===== src/rtl/ifr_pkg.sv =====
// ----------------------------------------------------------------------------
// ifr_pkg: shared types and constants of the integer factor resampler
// Mode and register codes, the command kinds passed from the front end to
// the back end, and the front end's state encoding.
// ----------------------------------------------------------------------------
package ifr_pkg;

	localparam int unsigned SAMPLE_BITS_DEF = 24;
	localparam int unsigned MAX_FACTOR_DEF  = 64;

	localparam int unsigned MODE_BITS     = 2;
	localparam int unsigned FACTOR_BITS   = 7;
	localparam int unsigned CFG_IDX_BITS  = 1;
	localparam int unsigned CFG_DATA_BITS = 7;
	localparam int unsigned KIND_BITS     = 2;

	typedef enum logic [MODE_BITS-1:0] {
		MODE_DECIMATE = 2'd0,
		MODE_ZERO     = 2'd1,
		MODE_HOLD     = 2'd2,
		MODE_LINEAR   = 2'd3
	} mode_t;

	localparam mode_t                  MODE_RESET   = MODE_HOLD;
	localparam logic [FACTOR_BITS-1:0] FACTOR_RESET = 7'd1;

	typedef enum logic [CFG_IDX_BITS-1:0] {
		REG_MODE   = 1'b0,
		REG_FACTOR = 1'b1
	} cfg_reg_t;

	typedef enum logic [KIND_BITS-1:0] {
		CMD_ZERO = 2'd0,
		CMD_HOLD = 2'd1,
		CMD_LIN  = 2'd2
	} cmd_kind_t;

	typedef enum logic [2:0] {
		F_IDLE = 3'b001,
		F_DIV  = 3'b010,
		F_PUSH = 3'b100
	} front_state_t;

endpackage


===== src/rtl/ifr_fifo.sv =====
// ----------------------------------------------------------------------------
// ifr_fifo: two-entry register queue
// Decouples a producer from a consumer; write and read may happen together.
// ----------------------------------------------------------------------------
module ifr_fifo #(
	parameter int unsigned WIDTH = 8
) (
	input  logic             clk,
	input  logic             arst_n,
	input  logic             wr_en,
	output logic             wr_full,
	input  logic [WIDTH-1:0] wr_data,
	input  logic             rd_en,
	output logic             rd_empty,
	output logic [WIDTH-1:0] rd_data
);

	logic [WIDTH-1:0] mem_q [2];
	logic             wr_ptr_q;
	logic             rd_ptr_q;
	logic [1:0]       cnt_q;
	logic             do_wr;
	logic             do_rd;

	assign wr_full  = (cnt_q == 2'd2);
	assign rd_empty = (cnt_q == 2'd0);
	assign do_wr    = wr_en & ~wr_full;
	assign do_rd    = rd_en & ~rd_empty;
	assign rd_data  = mem_q[rd_ptr_q];

	always_ff @(posedge clk or negedge arst_n) begin
		if (!arst_n) begin
			wr_ptr_q <= 1'b0;
			rd_ptr_q <= 1'b0;
			cnt_q    <= 2'd0;
		end else begin
			if (do_wr) begin
				wr_ptr_q <= ~wr_ptr_q;
			end
			if (do_rd) begin
				rd_ptr_q <= ~rd_ptr_q;
			end
			if (do_wr && !do_rd) begin
				cnt_q <= cnt_q + 2'd1;
			end else if (do_rd && !do_wr) begin
				cnt_q <= cnt_q - 2'd1;
			end
		end
	end

	always_ff @(posedge clk) begin
		if (do_wr) begin
			mem_q[wr_ptr_q] <= wr_data;
		end
	end

endmodule


===== src/rtl/ifr_front.sv =====
// ----------------------------------------------------------------------------
// ifr_front: input side of the resampler
// Takes samples, keeps the previous one and the decimation phase, and turns
// each into a command, in decimate mode only at phase zero. Above factor one,
// linear mode divides the difference by the factor, a quotient bit per cycle.
// ----------------------------------------------------------------------------
module ifr_front import ifr_pkg::*; #(
	parameter int unsigned SAMPLE_BITS = SAMPLE_BITS_DEF,
	parameter int unsigned MAX_FACTOR  = MAX_FACTOR_DEF,
	localparam int unsigned FW    = $clog2(MAX_FACTOR + 1),
	localparam int unsigned CMD_W = KIND_BITS + 1 + 2 * FW + 2 * SAMPLE_BITS
) (
	input  logic                          clk,
	input  logic                          arst_n,
	input  logic                          push,
	output logic                          full,
	input  logic signed [SAMPLE_BITS-1:0] in_sample,
	input  mode_t                         mode,
	input  logic        [FW-1:0]          f_eff,
	input  logic                          cmd_full,
	output logic                          cmd_push,
	output logic        [CMD_W-1:0]       cmd_data
);

	localparam int unsigned SB   = SAMPLE_BITS;
	localparam int unsigned PW   = $clog2(MAX_FACTOR);
	localparam int unsigned CNTW = $clog2(SAMPLE_BITS + 1);

	front_state_t     state_q;
	logic [SB-1:0]    prev_q;
	logic [PW-1:0]    phase_q;
	logic [SB-1:0]    div_quo_q;
	logic [FW-1:0]    div_rem_q;
	logic [CNTW-1:0]  div_cnt_q;
	logic [SB-1:0]    base_q;
	logic             neg_q;

	logic             accept;
	logic [SB:0]      diff;
	logic [SB:0]      diff_abs;
	logic             diff_neg;
	logic [FW-1:0]    phase_inc;
	logic             phase_wrap;
	logic [FW:0]      trial;
	logic [FW:0]      trial_sub;
	logic             trial_ge;
	logic [FW-1:0]    rem_next;
	logic             f_one;

	cmd_kind_t        cmd_kind;
	logic             cmd_neg;
	logic [FW-1:0]    cmd_f;
	logic [FW-1:0]    cmd_rem;
	logic [SB-1:0]    cmd_quo;
	logic [SB-1:0]    cmd_smp;

	assign full     = (state_q != F_IDLE) | cmd_full;
	assign accept   = push & ~full;
	assign diff     = {in_sample[SB-1], in_sample} - {prev_q[SB-1], prev_q};
	assign diff_neg = diff[SB];
	assign diff_abs = diff_neg ? (~diff + 1'b1) : diff;
	assign f_one    = (f_eff == FW'(1));

	assign phase_inc  = FW'(phase_q) + FW'(1);
	assign phase_wrap = (phase_inc >= f_eff);

	// one restoring division step
	assign trial     = {div_rem_q, div_quo_q[SB-1]};
	assign trial_ge  = (trial >= {1'b0, f_eff});
	assign trial_sub = trial - {1'b0, f_eff};
	assign rem_next  = trial_ge ? trial_sub[FW-1:0] : trial[FW-1:0];

	always_comb begin
		cmd_push = 1'b0;
		cmd_kind = CMD_HOLD;
		cmd_neg  = 1'b0;
		cmd_f    = f_eff;
		cmd_rem  = '0;
		cmd_quo  = '0;
		cmd_smp  = in_sample;
		unique case (state_q)
			F_IDLE: begin
				if (accept) begin
					unique case (mode)
						MODE_DECIMATE: begin
							cmd_push = (phase_q == '0);
							cmd_f    = FW'(1);
						end
						MODE_ZERO: begin
							cmd_push = 1'b1;
							cmd_kind = CMD_ZERO;
						end
						MODE_HOLD: begin
							cmd_push = 1'b1;
						end
						MODE_LINEAR: begin
							cmd_push = f_one;
						end
						default: begin
							cmd_push = 1'b0;
						end
					endcase
				end
			end
			F_DIV: begin
				cmd_push = 1'b0;
			end
			F_PUSH: begin
				cmd_push = ~cmd_full;
				cmd_kind = CMD_LIN;
				cmd_neg  = neg_q;
				cmd_rem  = div_rem_q;
				cmd_quo  = div_quo_q;
				cmd_smp  = base_q;
			end
			default: begin
				cmd_push = 1'b0;
			end
		endcase
	end

	assign cmd_data = {cmd_kind, cmd_neg, cmd_f, cmd_rem, cmd_quo, cmd_smp};

	always_ff @(posedge clk or negedge arst_n) begin
		if (!arst_n) begin
			state_q   <= F_IDLE;
			prev_q    <= '0;
			phase_q   <= '0;
			div_cnt_q <= '0;
		end else begin
			unique case (state_q)
				F_IDLE: begin
					if (accept) begin
						prev_q <= in_sample;
						if (mode == MODE_DECIMATE) begin
							phase_q <= phase_wrap ? '0 : phase_inc[PW-1:0];
						end
						if (mode == MODE_LINEAR && !f_one) begin
							div_cnt_q <= CNTW'(SB);
							state_q   <= F_DIV;
						end
					end
				end
				F_DIV: begin
					div_cnt_q <= div_cnt_q - CNTW'(1);
					if (div_cnt_q == CNTW'(1)) begin
						state_q <= F_PUSH;
					end
				end
				F_PUSH: begin
					if (!cmd_full) begin
						state_q <= F_IDLE;
					end
				end
				default: begin
					state_q <= F_IDLE;
				end
			endcase
		end
	end

	always_ff @(posedge clk) begin
		if (state_q == F_IDLE && accept) begin
			div_quo_q <= diff_abs[SB-1:0];
			div_rem_q <= '0;
			base_q    <= prev_q;
			neg_q     <= diff_neg;
		end else if (state_q == F_DIV) begin
			div_quo_q <= {div_quo_q[SB-2:0], trial_ge};
			div_rem_q <= rem_next;
		end
	end

	a_div_to_push: assert property (@(posedge clk) disable iff (!arst_n)
		(state_q == F_DIV && div_cnt_q == CNTW'(1)) |=> (state_q == F_PUSH))
		else $error("divider did not hand over to the push state");

	a_push_room: assert property (@(posedge clk) disable iff (!arst_n)
		cmd_push |-> !cmd_full)
		else $error("command pushed into a full queue");

	a_rem_bound: assert property (@(posedge clk) disable iff (!arst_n)
		(state_q == F_DIV) |-> (div_rem_q < f_eff))
		else $error("partial remainder reached the divisor");

endmodule


===== src/rtl/ifr_back.sv =====
// ----------------------------------------------------------------------------
// ifr_back: output side of the resampler
// Carries out one command at a time, one result per cycle while out_full is
// low: zero-pad, hold, or linear steps from a running quotient and remainder.
// ----------------------------------------------------------------------------
module ifr_back import ifr_pkg::*; #(
	parameter int unsigned SAMPLE_BITS = SAMPLE_BITS_DEF,
	parameter int unsigned MAX_FACTOR  = MAX_FACTOR_DEF,
	localparam int unsigned FW    = $clog2(MAX_FACTOR + 1),
	localparam int unsigned CMD_W = KIND_BITS + 1 + 2 * FW + 2 * SAMPLE_BITS
) (
	input  logic                   clk,
	input  logic                   arst_n,
	input  logic                   cmd_empty,
	output logic                   cmd_pop,
	input  logic [CMD_W-1:0]       cmd_data,
	input  logic                   out_full,
	output logic                   out_push,
	output logic [SAMPLE_BITS:0]   out_data
);

	localparam int unsigned SB      = SAMPLE_BITS;
	localparam int unsigned QUO_LSB = SB;
	localparam int unsigned REM_LSB = 2 * SB;
	localparam int unsigned F_LSB   = 2 * SB + FW;
	localparam int unsigned NEG_BIT = 2 * SB + 2 * FW;
	localparam int unsigned KND_LSB = NEG_BIT + 1;

	logic             active_q;
	cmd_kind_t        kind_q;
	logic [SB-1:0]    smp_q;
	logic             neg_q;
	logic [FW-1:0]    f_q;
	logic [SB-1:0]    quo_q;
	logic [FW-1:0]    remd_q;
	logic [FW-1:0]    cnt_q;
	logic             first_q;
	logic [SB-1:0]    qacc_q;
	logic [FW-1:0]    racc_q;

	logic             emit;
	logic             last;
	logic [FW:0]      rsum;
	logic [FW:0]      rsum_sub;
	logic             carry;
	logic [FW-1:0]    r_n;
	logic [SB-1:0]    q_n;
	logic [SB:0]      lin_mag;
	logic [SB:0]      lin_val;
	logic [SB-1:0]    value;

	assign emit    = active_q & ~out_full;
	assign last    = (cnt_q == FW'(1));
	assign cmd_pop = ~cmd_empty & (~active_q | (emit & last));

	// advance quotient and remainder of diff * j / f by one step of j
	assign rsum     = {1'b0, racc_q} + {1'b0, remd_q};
	assign carry    = (rsum >= {1'b0, f_q});
	assign rsum_sub = rsum - {1'b0, f_q};
	assign r_n      = carry ? rsum_sub[FW-1:0] : rsum[FW-1:0];
	assign q_n      = qacc_q + quo_q + SB'(carry);

	assign lin_mag = {1'b0, q_n};
	assign lin_val = {smp_q[SB-1], smp_q} + (neg_q ? (~lin_mag + 1'b1) : lin_mag);

	always_comb begin
		case (kind_q)
			CMD_ZERO: value = first_q ? smp_q : '0;
			CMD_HOLD: value = smp_q;
			CMD_LIN:  value = lin_val[SB-1:0];
			default:  value = smp_q;
		endcase
	end

	assign out_push = emit;
	assign out_data = {last, value};

	always_ff @(posedge clk or negedge arst_n) begin
		if (!arst_n) begin
			active_q <= 1'b0;
		end else if (cmd_pop) begin
			active_q <= 1'b1;
		end else if (emit && last) begin
			active_q <= 1'b0;
		end
	end

	always_ff @(posedge clk) begin
		if (cmd_pop) begin
			kind_q  <= cmd_kind_t'(cmd_data[KND_LSB +: KIND_BITS]);
			neg_q   <= cmd_data[NEG_BIT];
			f_q     <= cmd_data[F_LSB +: FW];
			remd_q  <= cmd_data[REM_LSB +: FW];
			quo_q   <= cmd_data[QUO_LSB +: SB];
			smp_q   <= cmd_data[SB-1:0];
			cnt_q   <= cmd_data[F_LSB +: FW];
			first_q <= 1'b1;
			qacc_q  <= '0;
			racc_q  <= '0;
		end else if (emit) begin
			cnt_q   <= cnt_q - FW'(1);
			first_q <= 1'b0;
			qacc_q  <= q_n;
			racc_q  <= r_n;
		end
	end

	a_cnt_live: assert property (@(posedge clk) disable iff (!arst_n)
		active_q |-> (cnt_q != '0))
		else $error("active command with no results left");

	a_racc_bound: assert property (@(posedge clk) disable iff (!arst_n)
		active_q |-> (racc_q < f_q))
		else $error("running remainder reached the factor");

	a_pop_loads: assert property (@(posedge clk) disable iff (!arst_n)
		cmd_pop |=> (active_q && first_q))
		else $error("popped command not started");

endmodule


===== src/rtl/integer_factor_resampler_core.sv =====
// ----------------------------------------------------------------------------
// integer_factor_resampler_core: integer factor decimator / interpolator
// Decimate, zero-pad, hold or linear upsample by a programmable factor.
//
//  channel   direction  handshake                  payload
//  input     in         push / full                in_sample
//  result    out        pop / empty                out_sample, run_last
//  config    in         cfg_we (no wait)           cfg_idx, cfg_wdata
//
// The front end takes one sample per cycle while the command queue has room
// in decimate, zero-pad and hold modes, and in linear mode at factor one; in
// linear mode above factor one it takes a sample, runs its bit-serial divider
// and then pushes the command before it takes the next sample.
// The back end gives one result per cycle while the result queue has room,
// factor results per upsampled sample. A two-entry command queue lets both
// run at once.
// Reset clears all control state at once; there is no clearing pass.
// A stalled result queue stalls the back end, then the front end via full.
// ----------------------------------------------------------------------------
module integer_factor_resampler_core import ifr_pkg::*; #(
	parameter int unsigned SAMPLE_BITS = SAMPLE_BITS_DEF,
	parameter int unsigned MAX_FACTOR  = MAX_FACTOR_DEF
) (
	input  logic                          clk,
	input  logic                          arst_n,
	input  logic                          push,
	output logic                          full,
	input  logic signed [SAMPLE_BITS-1:0] in_sample,
	output logic                          empty,
	input  logic                          pop,
	output logic signed [SAMPLE_BITS-1:0] out_sample,
	output logic                          run_last,
	input  logic                          cfg_we,
	input  logic        [CFG_IDX_BITS-1:0]  cfg_idx,
	input  logic        [CFG_DATA_BITS-1:0] cfg_wdata
);

	localparam int unsigned FW    = $clog2(MAX_FACTOR + 1);
	localparam int unsigned CW    = (FW > FACTOR_BITS) ? FW : FACTOR_BITS;
	localparam int unsigned CMD_W = KIND_BITS + 1 + 2 * FW + 2 * SAMPLE_BITS;

	mode_t                    mode_q;
	logic [FACTOR_BITS-1:0]   factor_q;
	logic [CW-1:0]            fac_ext;
	logic [FW-1:0]            f_eff;

	logic                     cmd_push;
	logic                     cmd_full;
	logic [CMD_W-1:0]         cmd_wdata;
	logic                     cmd_pop;
	logic                     cmd_empty;
	logic [CMD_W-1:0]         cmd_rdata;

	logic                     res_push;
	logic                     res_full;
	logic [SAMPLE_BITS:0]     res_wdata;
	logic [SAMPLE_BITS:0]     res_rdata;

	// Configuration registers: to be written only while the block is idle; the block itself does not enforce this.
	always_ff @(posedge clk or negedge arst_n) begin
		if (!arst_n) begin
			mode_q   <= MODE_RESET;
			factor_q <= FACTOR_RESET;
		end else if (cfg_we) begin
			unique case (cfg_reg_t'(cfg_idx))
				REG_MODE:   mode_q   <= mode_t'(cfg_wdata[MODE_BITS-1:0]);
				REG_FACTOR: factor_q <= cfg_wdata[FACTOR_BITS-1:0];
				default: begin
				end
			endcase
		end
	end

	// Clamp the factor to 1..MAX_FACTOR; zero behaves as one.
	assign fac_ext = CW'(factor_q);
	always_comb begin
		if (fac_ext == '0) begin
			f_eff = FW'(1);
		end else if (fac_ext > CW'(MAX_FACTOR)) begin
			f_eff = FW'(MAX_FACTOR);
		end else begin
			f_eff = FW'(fac_ext);
		end
	end

	// Front end: accept each transaction, track phase and previous sample.
	ifr_front #(
		.SAMPLE_BITS (SAMPLE_BITS),
		.MAX_FACTOR  (MAX_FACTOR)
	) u_front (
		.clk       (clk),
		.arst_n    (arst_n),
		.push      (push),
		.full      (full),
		.in_sample (in_sample),
		.mode      (mode_q),
		.f_eff     (f_eff),
		.cmd_full  (cmd_full),
		.cmd_push  (cmd_push),
		.cmd_data  (cmd_wdata)
	);

	// Hold pending commands so the front end can run ahead of the back end.
	ifr_fifo #(
		.WIDTH (CMD_W)
	) u_cmd_fifo (
		.clk      (clk),
		.arst_n   (arst_n),
		.wr_en    (cmd_push),
		.wr_full  (cmd_full),
		.wr_data  (cmd_wdata),
		.rd_en    (cmd_pop),
		.rd_empty (cmd_empty),
		.rd_data  (cmd_rdata)
	);

	// Back end: expand each command into its results.
	ifr_back #(
		.SAMPLE_BITS (SAMPLE_BITS),
		.MAX_FACTOR  (MAX_FACTOR)
	) u_back (
		.clk       (clk),
		.arst_n    (arst_n),
		.cmd_empty (cmd_empty),
		.cmd_pop   (cmd_pop),
		.cmd_data  (cmd_rdata),
		.out_full  (res_full),
		.out_push  (res_push),
		.out_data  (res_wdata)
	);

	// Result queue: registers the outputs and decouples the consumer.
	ifr_fifo #(
		.WIDTH (SAMPLE_BITS + 1)
	) u_res_fifo (
		.clk      (clk),
		.arst_n   (arst_n),
		.wr_en    (res_push),
		.wr_full  (res_full),
		.wr_data  (res_wdata),
		.rd_en    (pop),
		.rd_empty (empty),
		.rd_data  (res_rdata)
	);

	assign out_sample = res_rdata[SAMPLE_BITS-1:0];
	assign run_last   = res_rdata[SAMPLE_BITS];

endmodule


===== config.mk =====
export PLATFORM = sky130hd
export DESIGN_NAME = integer_factor_resampler_core
export DESIGN_NICKNAME = d
export VERILOG_FILES = /design/src/rtl/ifr_pkg.sv /design/src/rtl/ifr_fifo.sv /design/src/rtl/ifr_front.sv /design/src/rtl/ifr_back.sv /design/src/rtl/integer_factor_resampler_core.sv
export SDC_FILE = /design/constraint.sdc
export NUM_CORES = 1
export LEC_CHECK = 0
export ABC_AREA = 1
export BUFFER_PORTS_ARGS = -buffer_cell sky130_fd_sc_hd__buf_2
export CAP_MARGIN = 25
export CORE_ASPECT_RATIO = 1.25
export CORE_MARGIN = 4
export CORE_UTILIZATION = 40
export CTS_CLUSTER_DIAMETER = 100
export CTS_CLUSTER_SIZE = 25
export DETAILED_ROUTE_END_ITERATION = 8
export GPL_TIMING_DRIVEN = 0
export PLACE_DENSITY = 0.57
export SETUP_SLACK_MARGIN = 0.2
export SYNTH_ARGS = -nofsm -noshare
export SYNTH_HDL_FRONTEND = slang
export SYNTH_SLANG_ARGS = --single-unit

===== constraint.sdc =====
create_clock -name clk -period 7.8 [get_ports clk]
set_input_delay 1.56 -clock clk [delete_from_list [all_inputs] [get_ports clk]]
set_output_delay 1.56 -clock clk [all_outputs]
set_load 0.03 [all_outputs]

=== After elaboration in Yosys (flattened, before gate mapping) ===
Memories as Yosys holds them, arrays and structs flattened.
Index checks and enable logic that the tools add are counted.
W data, S select, Z words.

* Equality and inequality tests: 17
* Reduce and logical (&&, ||, !) cells: 31
* Add/subtract/negate cells: 16
* Bitwise logic cells: 23
* Multiplexer cells: 44
* Magnitude comparators: 4

{| class="wikitable"
|+ Operator list
! operator !! count
|-
| $mux W24 || 7
|-
| $mux W7 || 10
|-
| $add A24 B1 Y24 const B || 2
|-
| $add A24 B24 Y24 || 2
|-
| $not A24 Y24 || 2
|-
| $pmux W24 S2 || 1
|-
| $sub A24 B24 Y25 || 1
|-
| $add A24 B1 Y24 || 1
|-
| $ge A8 B7 Y1 || 2
|-
| $eq A7 B1 Y1 const B || 2
|-
| $sub A7 B7 Y7 || 2
|-
| $mux W3 || 4
|-
| $reduce_bool A2 Y1 || 6
|-
| $not A1 Y1 || 11
|-
| $eq A2 B2 Y1 const B || 5
|-
| $mux W2 || 5
|-
| $mux W5 || 2
|-
| $pmux W5 S2 || 1
|-
| $mux W1 || 9
|-
| $pmux W3 S3 || 1
|-
| $add A7 B7 Y8 || 1
|-
| $and A1 B1 Y1 || 8
|-
| $logic_not A2 Y1 || 4
|-
| $add A6 B1 Y7 const B || 1
|-
| 27 further kinds || 45
|}

* Bits in writable memories: 180
* Bits of input ports: 37
* Memories: 2
* Output and inout port bits: 27
* Word-level logic and storage cells: 164
* Register bits after elaboration: 216

{| class="wikitable"
|+ Memories
! name !! depth !! width !! rd ports !! clocked after memory_dff !! write ports !! line !! RTL
|-
| u_cmd_fifo.mem_q || 2 || 65 || 1 || 0 || 1 || ifr_fifo.sv:18 || <nowiki>logic [WIDTH-1:0] mem_q [2];</nowiki>
|-
| u_res_fifo.mem_q || 2 || 25 || 1 || 0 || 1 || ifr_fifo.sv:18 ||
|}

=== Logic depth before layout (Yosys ltp) ===
* Depth in word-level cells: 12
* Mapped depth: 47
* Gate-level depth less buffers: 47

=== Cells and area by module ===
A second synthesis with hierarchy kept.

* Cells, all modules: 2728
* Area, all modules: 22739.3 sq um

{| class="wikitable"
|+ By module, submodules not included
! module !! area each (sq um) !! sequential area each (sq um) !! cells an instance !! times used
|-
| ifr_back || 7936.4 || 2827.7 || 1048 || 1
|-
| ifr_front || 7335.8 || 2563.7 || 1092 || 1
|-
| ifr_fifo (u_cmd_fifo) || 4947.2 || 4003.8 || 371 || 1
|-
| ifr_fifo (u_res_fifo) || 2057.0 || 1601.5 || 162 || 1
|-
| integer_factor_resampler_core || 462.9 || 227.7 || 55 || 1
|}

=== Worst setup path after synthesis ===
OpenSTA, ideal clock, no wires.

* Path type: register -> register
* From: reg u_back.remd_q[2]
* To: mem u_res_fifo.mem_q[0][22] (netlist name), data pin
* Arrival time: 5.924 ns
* Path slack: 1.614 ns
* Period minus slack after synthesis: 6.186 ns
* Library setup time: 0.262 ns
* Cell stages (with the launch flop): 45
* Path buffers: 0
* Data required time: 7.538 ns
* Cells stage by stage: edfxtp_1 > ha_1 > a21o_1 > a31oi_1 > xor2_1 > inv_1 > ha_1 > nand3_1 > nand2_1 > a21oi_1 > o21bai_1 > nor2_1 > o21ai_0 > nor2_1 > nand2_1 > inv_1 > fa_1 > fa_1 > [... 9 more ...] > nand2_2 > nor2_4 > nand3_2 > nand2_2 > o21ai_0 > xor2_1 > ha_1 > nand2_1 > nor4_1 > nand4_1 > nand3_1 > nand3_1 > nand2_1 > nand2_1 > nand2_1 > a21oi_1 > o21ai_0 > nand2_1

* Word-level cells in the longest chain between the ends: 8

{| class="wikitable"
|+ Ends and longest elaborated chain
! item !! line !! RTL
|-
| from (decl) || ifr_back.sv:35 || <nowiki>logic [FW-1:0] remd_q;</nowiki>
|-
| from (signal assigned) || ifr_back.sv:93 || <nowiki>remd_q <= cmd_data[REM_LSB +: FW];</nowiki>
|-
| $add A7 B7 Y8 (*) || ifr_back.sv:57 || <nowiki>assign rsum = {1'b0, racc_q} + {1'b0, remd_q};</nowiki>
|-
| $ge A8 B7 Y1 (*) || ifr_back.sv:58 || <nowiki>assign carry = (rsum >= {1'b0, f_q});</nowiki>
|-
| $add A24 B1 Y24 (*) || ifr_back.sv:61 || <nowiki>assign q_n = qacc_q + quo_q + SB'(carry);</nowiki>
|-
| $not A24 Y24 || ifr_back.sv:64 || <nowiki>assign lin_val = {smp_q[SB-1], smp_q} + (neg_q ? (~lin_mag + 1'b1) : lin_mag);</nowiki>
|-
| $add A24 B1 Y24 || ifr_back.sv:64 ||
|-
| $mux W24 (*) || ifr_back.sv:64 ||
|-
| $add A24 B24 Y24 (*) || ifr_back.sv:64 ||
|-
| $pmux W24 S2 (*) || ifr_back.sv:67 || <nowiki>case (kind_q)</nowiki>
|-
| via res_wdata[22] || integer_factor_resampler_core.sv:56 || <nowiki>logic [SAMPLE_BITS:0] res_wdata;</nowiki>
|-
| to (decl) || ifr_fifo.sv:18 ||
|}

Mark *: on every way through the listed nets, which the timed path passes. The rest lies on a longest branch.

=== Final worst setup path ===
Same ends and word-level chain as after synthesis.

==> results.toml <==
[timing]
fmax_ghz = 0.142
worst_slew_pin_slew_ps = 920
maxSlewViolCount = 0
fin_worst_skew_ps = 36.3
min_period_ps = 7020
rsz0062_at_grt = "no"
fin_crit_sh_pct = 90.0
fin_tns_setup_ps = 0
hold_viol = 0
max_slew_margin_pct = 38.7
setup_viol = 0

[setup_path]
crit_buf_inv = 3
critPathSlowestCell = "edfxtp_1"
cp_top_family = "simple AND/OR/NAND/NOR gates"
crit_type = "flip-flop to flip-flop"
crit_path_end_kind = "flip-flop"
cpPeakStageDelay_ps = 420
worstPathRequired_ps = 8070
start_kind = "flip-flop"
worstPathMaxFanout = 5
crit_top_cell = "nand2_1"
arrival_ps = 7290

[floorplanning]
io_pins = 64
die_width_um = 217
coreArea_sq_um = 53800
start_util_pct = 40.4
dieHeight_um = 269
die_area_sq_um = 58200
num_rows = 95

[cts]
cts_htree_levels = 1
clk_latency_ps = 560
cts_buffers = 20
cts_max_path_buffers = 3
clkTransAtPathRegs_ps = 100
clkSinkCount = 396
cts_hold_buf = 0
root_buffer = "clkbuf_16"
cts_tree = "built"

[detailed_routing]
drt_iter0_drc = 1005
routed_wirelength_mm = 53.3
wl_per_cell_um = 15.9
drt-pass1-iter-count = 7
detail-route-antenna-nets = 0
viasPerCell = 4.90
drc = 0
num_vias = 16407

[grt]
grt_pass1_vias = 16001
grt_remaining_overflow = 0
grt_max_degree = 45
track_usage_pct = 18.0
antenna_found_initial = 0
grt_pass1_wl_mm = 84.2

[placed_design]
placed_cell_area_sq_um = 23200
place_inst = 3310
globalplace.congestion = 0.951
dpl.hpwl_mm = 42.6
port_buffers = 63

[logic_synthesis]
synth_cell_types = 58
synth_edf_count = 301
async_flop_share_pct = 14.1
synth_cells = 2511
synth_area_per_cell_sq_um = 8.67
synthFlopType = "edfxtp_1"
ys_seq_area_share_pct = 51.6
postSynthRegisterBits = 396
mappedNetlistArea_sq_um = 21800
syn_nets = 2666
yosysWarnings = 0

[cells_and_area]
design_area_sq_um = 23900
fin_cells = 3350
drive_gt1_share_pct = 7.85
area_growth_pct = 9.91
diodes = 0
final_common_cell = "nand2_1"
final_util_pct = 44.4
mostFrequentLayoutCells = "792 x nand2_1, 327 x inv_1, 301 x edfxtp_1"
layout.nets = 2764

[run]
max-cap-violations = 0

[run_status]
outcome = "complete, no violations"

[hold_path]
hold_path_class = "flip-flop to flip-flop"
per-layer routing:
layer / GRT usage (%) / part of all wire (%) / up-vias / routed length, um
met5: 0 / 0 / - / 0
met3: 1.42 / 2.9 / 96 / 1520
met2: 32.3 / 49 / 291 / 26100
met4: 6.92 / 4.1 / 0 / 2170
li1: - / - / 8419 / -
met1: 22.7 / 44 / 7601 / 23500
final cells by class:
type                            count  area (sq um)
Tap cell                          727           910
Clock buffer                       33           549
Sequential cell                   396         11200
Multi-Input combinational cell   1722          9160
Timing Repair Buffer               76           523
Inverter                          341          1280
Clock inverter                      3          55.1
Fill cell                        5302         29900
Buffer                             52           210
path summary, 6_finish.rpt:
path	startpoint	slack, ps	cells past startpoint	end
worst min-delay path	u_back.qacc_q[17]	470	2	u_back.qacc_q[17]
worst max register to register	u_back.remd_q[2]	780	44	u_res_fifo.mem_q[0][22]
min in group asynchronous	arst_n	980	1	u_cmd_fifo.cnt_q[1]
max in group asynchronous	arst_n	6170	2	u_front.state_q[0]
worst min register to register	u_back.qacc_q[17]	470	2	u_back.qacc_q[17]
worst max-delay path	u_back.remd_q[2]	780	44	u_res_fifo.mem_q[0][22]
worst register-to-register path: cells and delay by family, from the launching register on:
| kind | cells | cell delay (ps) |
|---|---|---|
| xor gates and xnor gates | 2 | 420 |
| buffers and inverters | 3 | 310 |
| and+or+nand+nor | 26 | 2860 |
| AOI/OAI and AO/OA | 8 | 1050 |
| adders and majority gates | 5 | 1720 |
| DFF | 1 | 420 |
flip-flops by register name, summed over array words and instances, names as in the netlist, 2 cells and up:
register,cells
u_back.quo_q,24
u_front.prev_q,24
u_res_fifo.cnt_q,2
u_back.smp_q,24
u_back.f_q,7
u_back.remd_q,7
fac_ext,7
u_res_fifo.mem_q,50
u_back.qacc_q,24
u_back.cnt_q,7
u_front.div_rem_q,7
u_front.phase_q,6
u_front.div_cnt_q,5
u_back.kind_q,2
u_front.state_q,3
mode_q,2
u_back.racc_q,7
u_cmd_fifo.cnt_q,2
u_cmd_fifo.mem_q,130
u_front.div_quo_q,24
u_front.base_q,24
Yosys cell counts (6+ instances only):
cell type,n,area share (%)
nand2_1,796,14
edfxtp_1,301,42
xnor2_1,22,0.89
and2_1,6,0.17
nand3_1,109,2.5
nor3_1,16,0.37
nor2_2,10,0.29
a21oi_1,107,2.5
dfxtp_1,39,3.6
inv_1,329,5.7
dfrtp_1,53,6.1
o21ai_1,13,0.30
xor2_1,51,2.1
nor2_1,165,2.8
nand4_1,28,0.80
o21bai_1,12,0.41
nand2_2,23,0.66
fa_1,7,0.64
inv_2,6,0.10
o21ai_0,170,3.9
ha_1,111,6.4
clkbuf_1,43,0.74
cells by family after synthesis:
family / share of synthesized area (%)
buffers and inverters: 6.85
flip-flops: 51.6
AO/OA/AOI/OAI: 8.66
multiplexers: 0.207
AND/OR/NAND/NOR: 22.5
adder cells (fa/ha/maj): 7.03
XOR/XNOR: 3.16
through the flow:
stage / worst slack [ps] / hold WS, ps
floorplan: 1610 / 427
global placement: 274 / 446
detailed placement: 188 / 447
CTS: 245 / 465
global route: 165 / 490
finish: 778 / 465
timing repair:
item / CTS / global route
setup endpoints to repair: 2 / 18
gates resized for setup: 1 / 21
buffers inserted: 0 / 4
pin swaps: 0 / 7
Power is not shown: default switching activity piles up to over one toggle a cycle in this logic, so the estimate is an artifact.
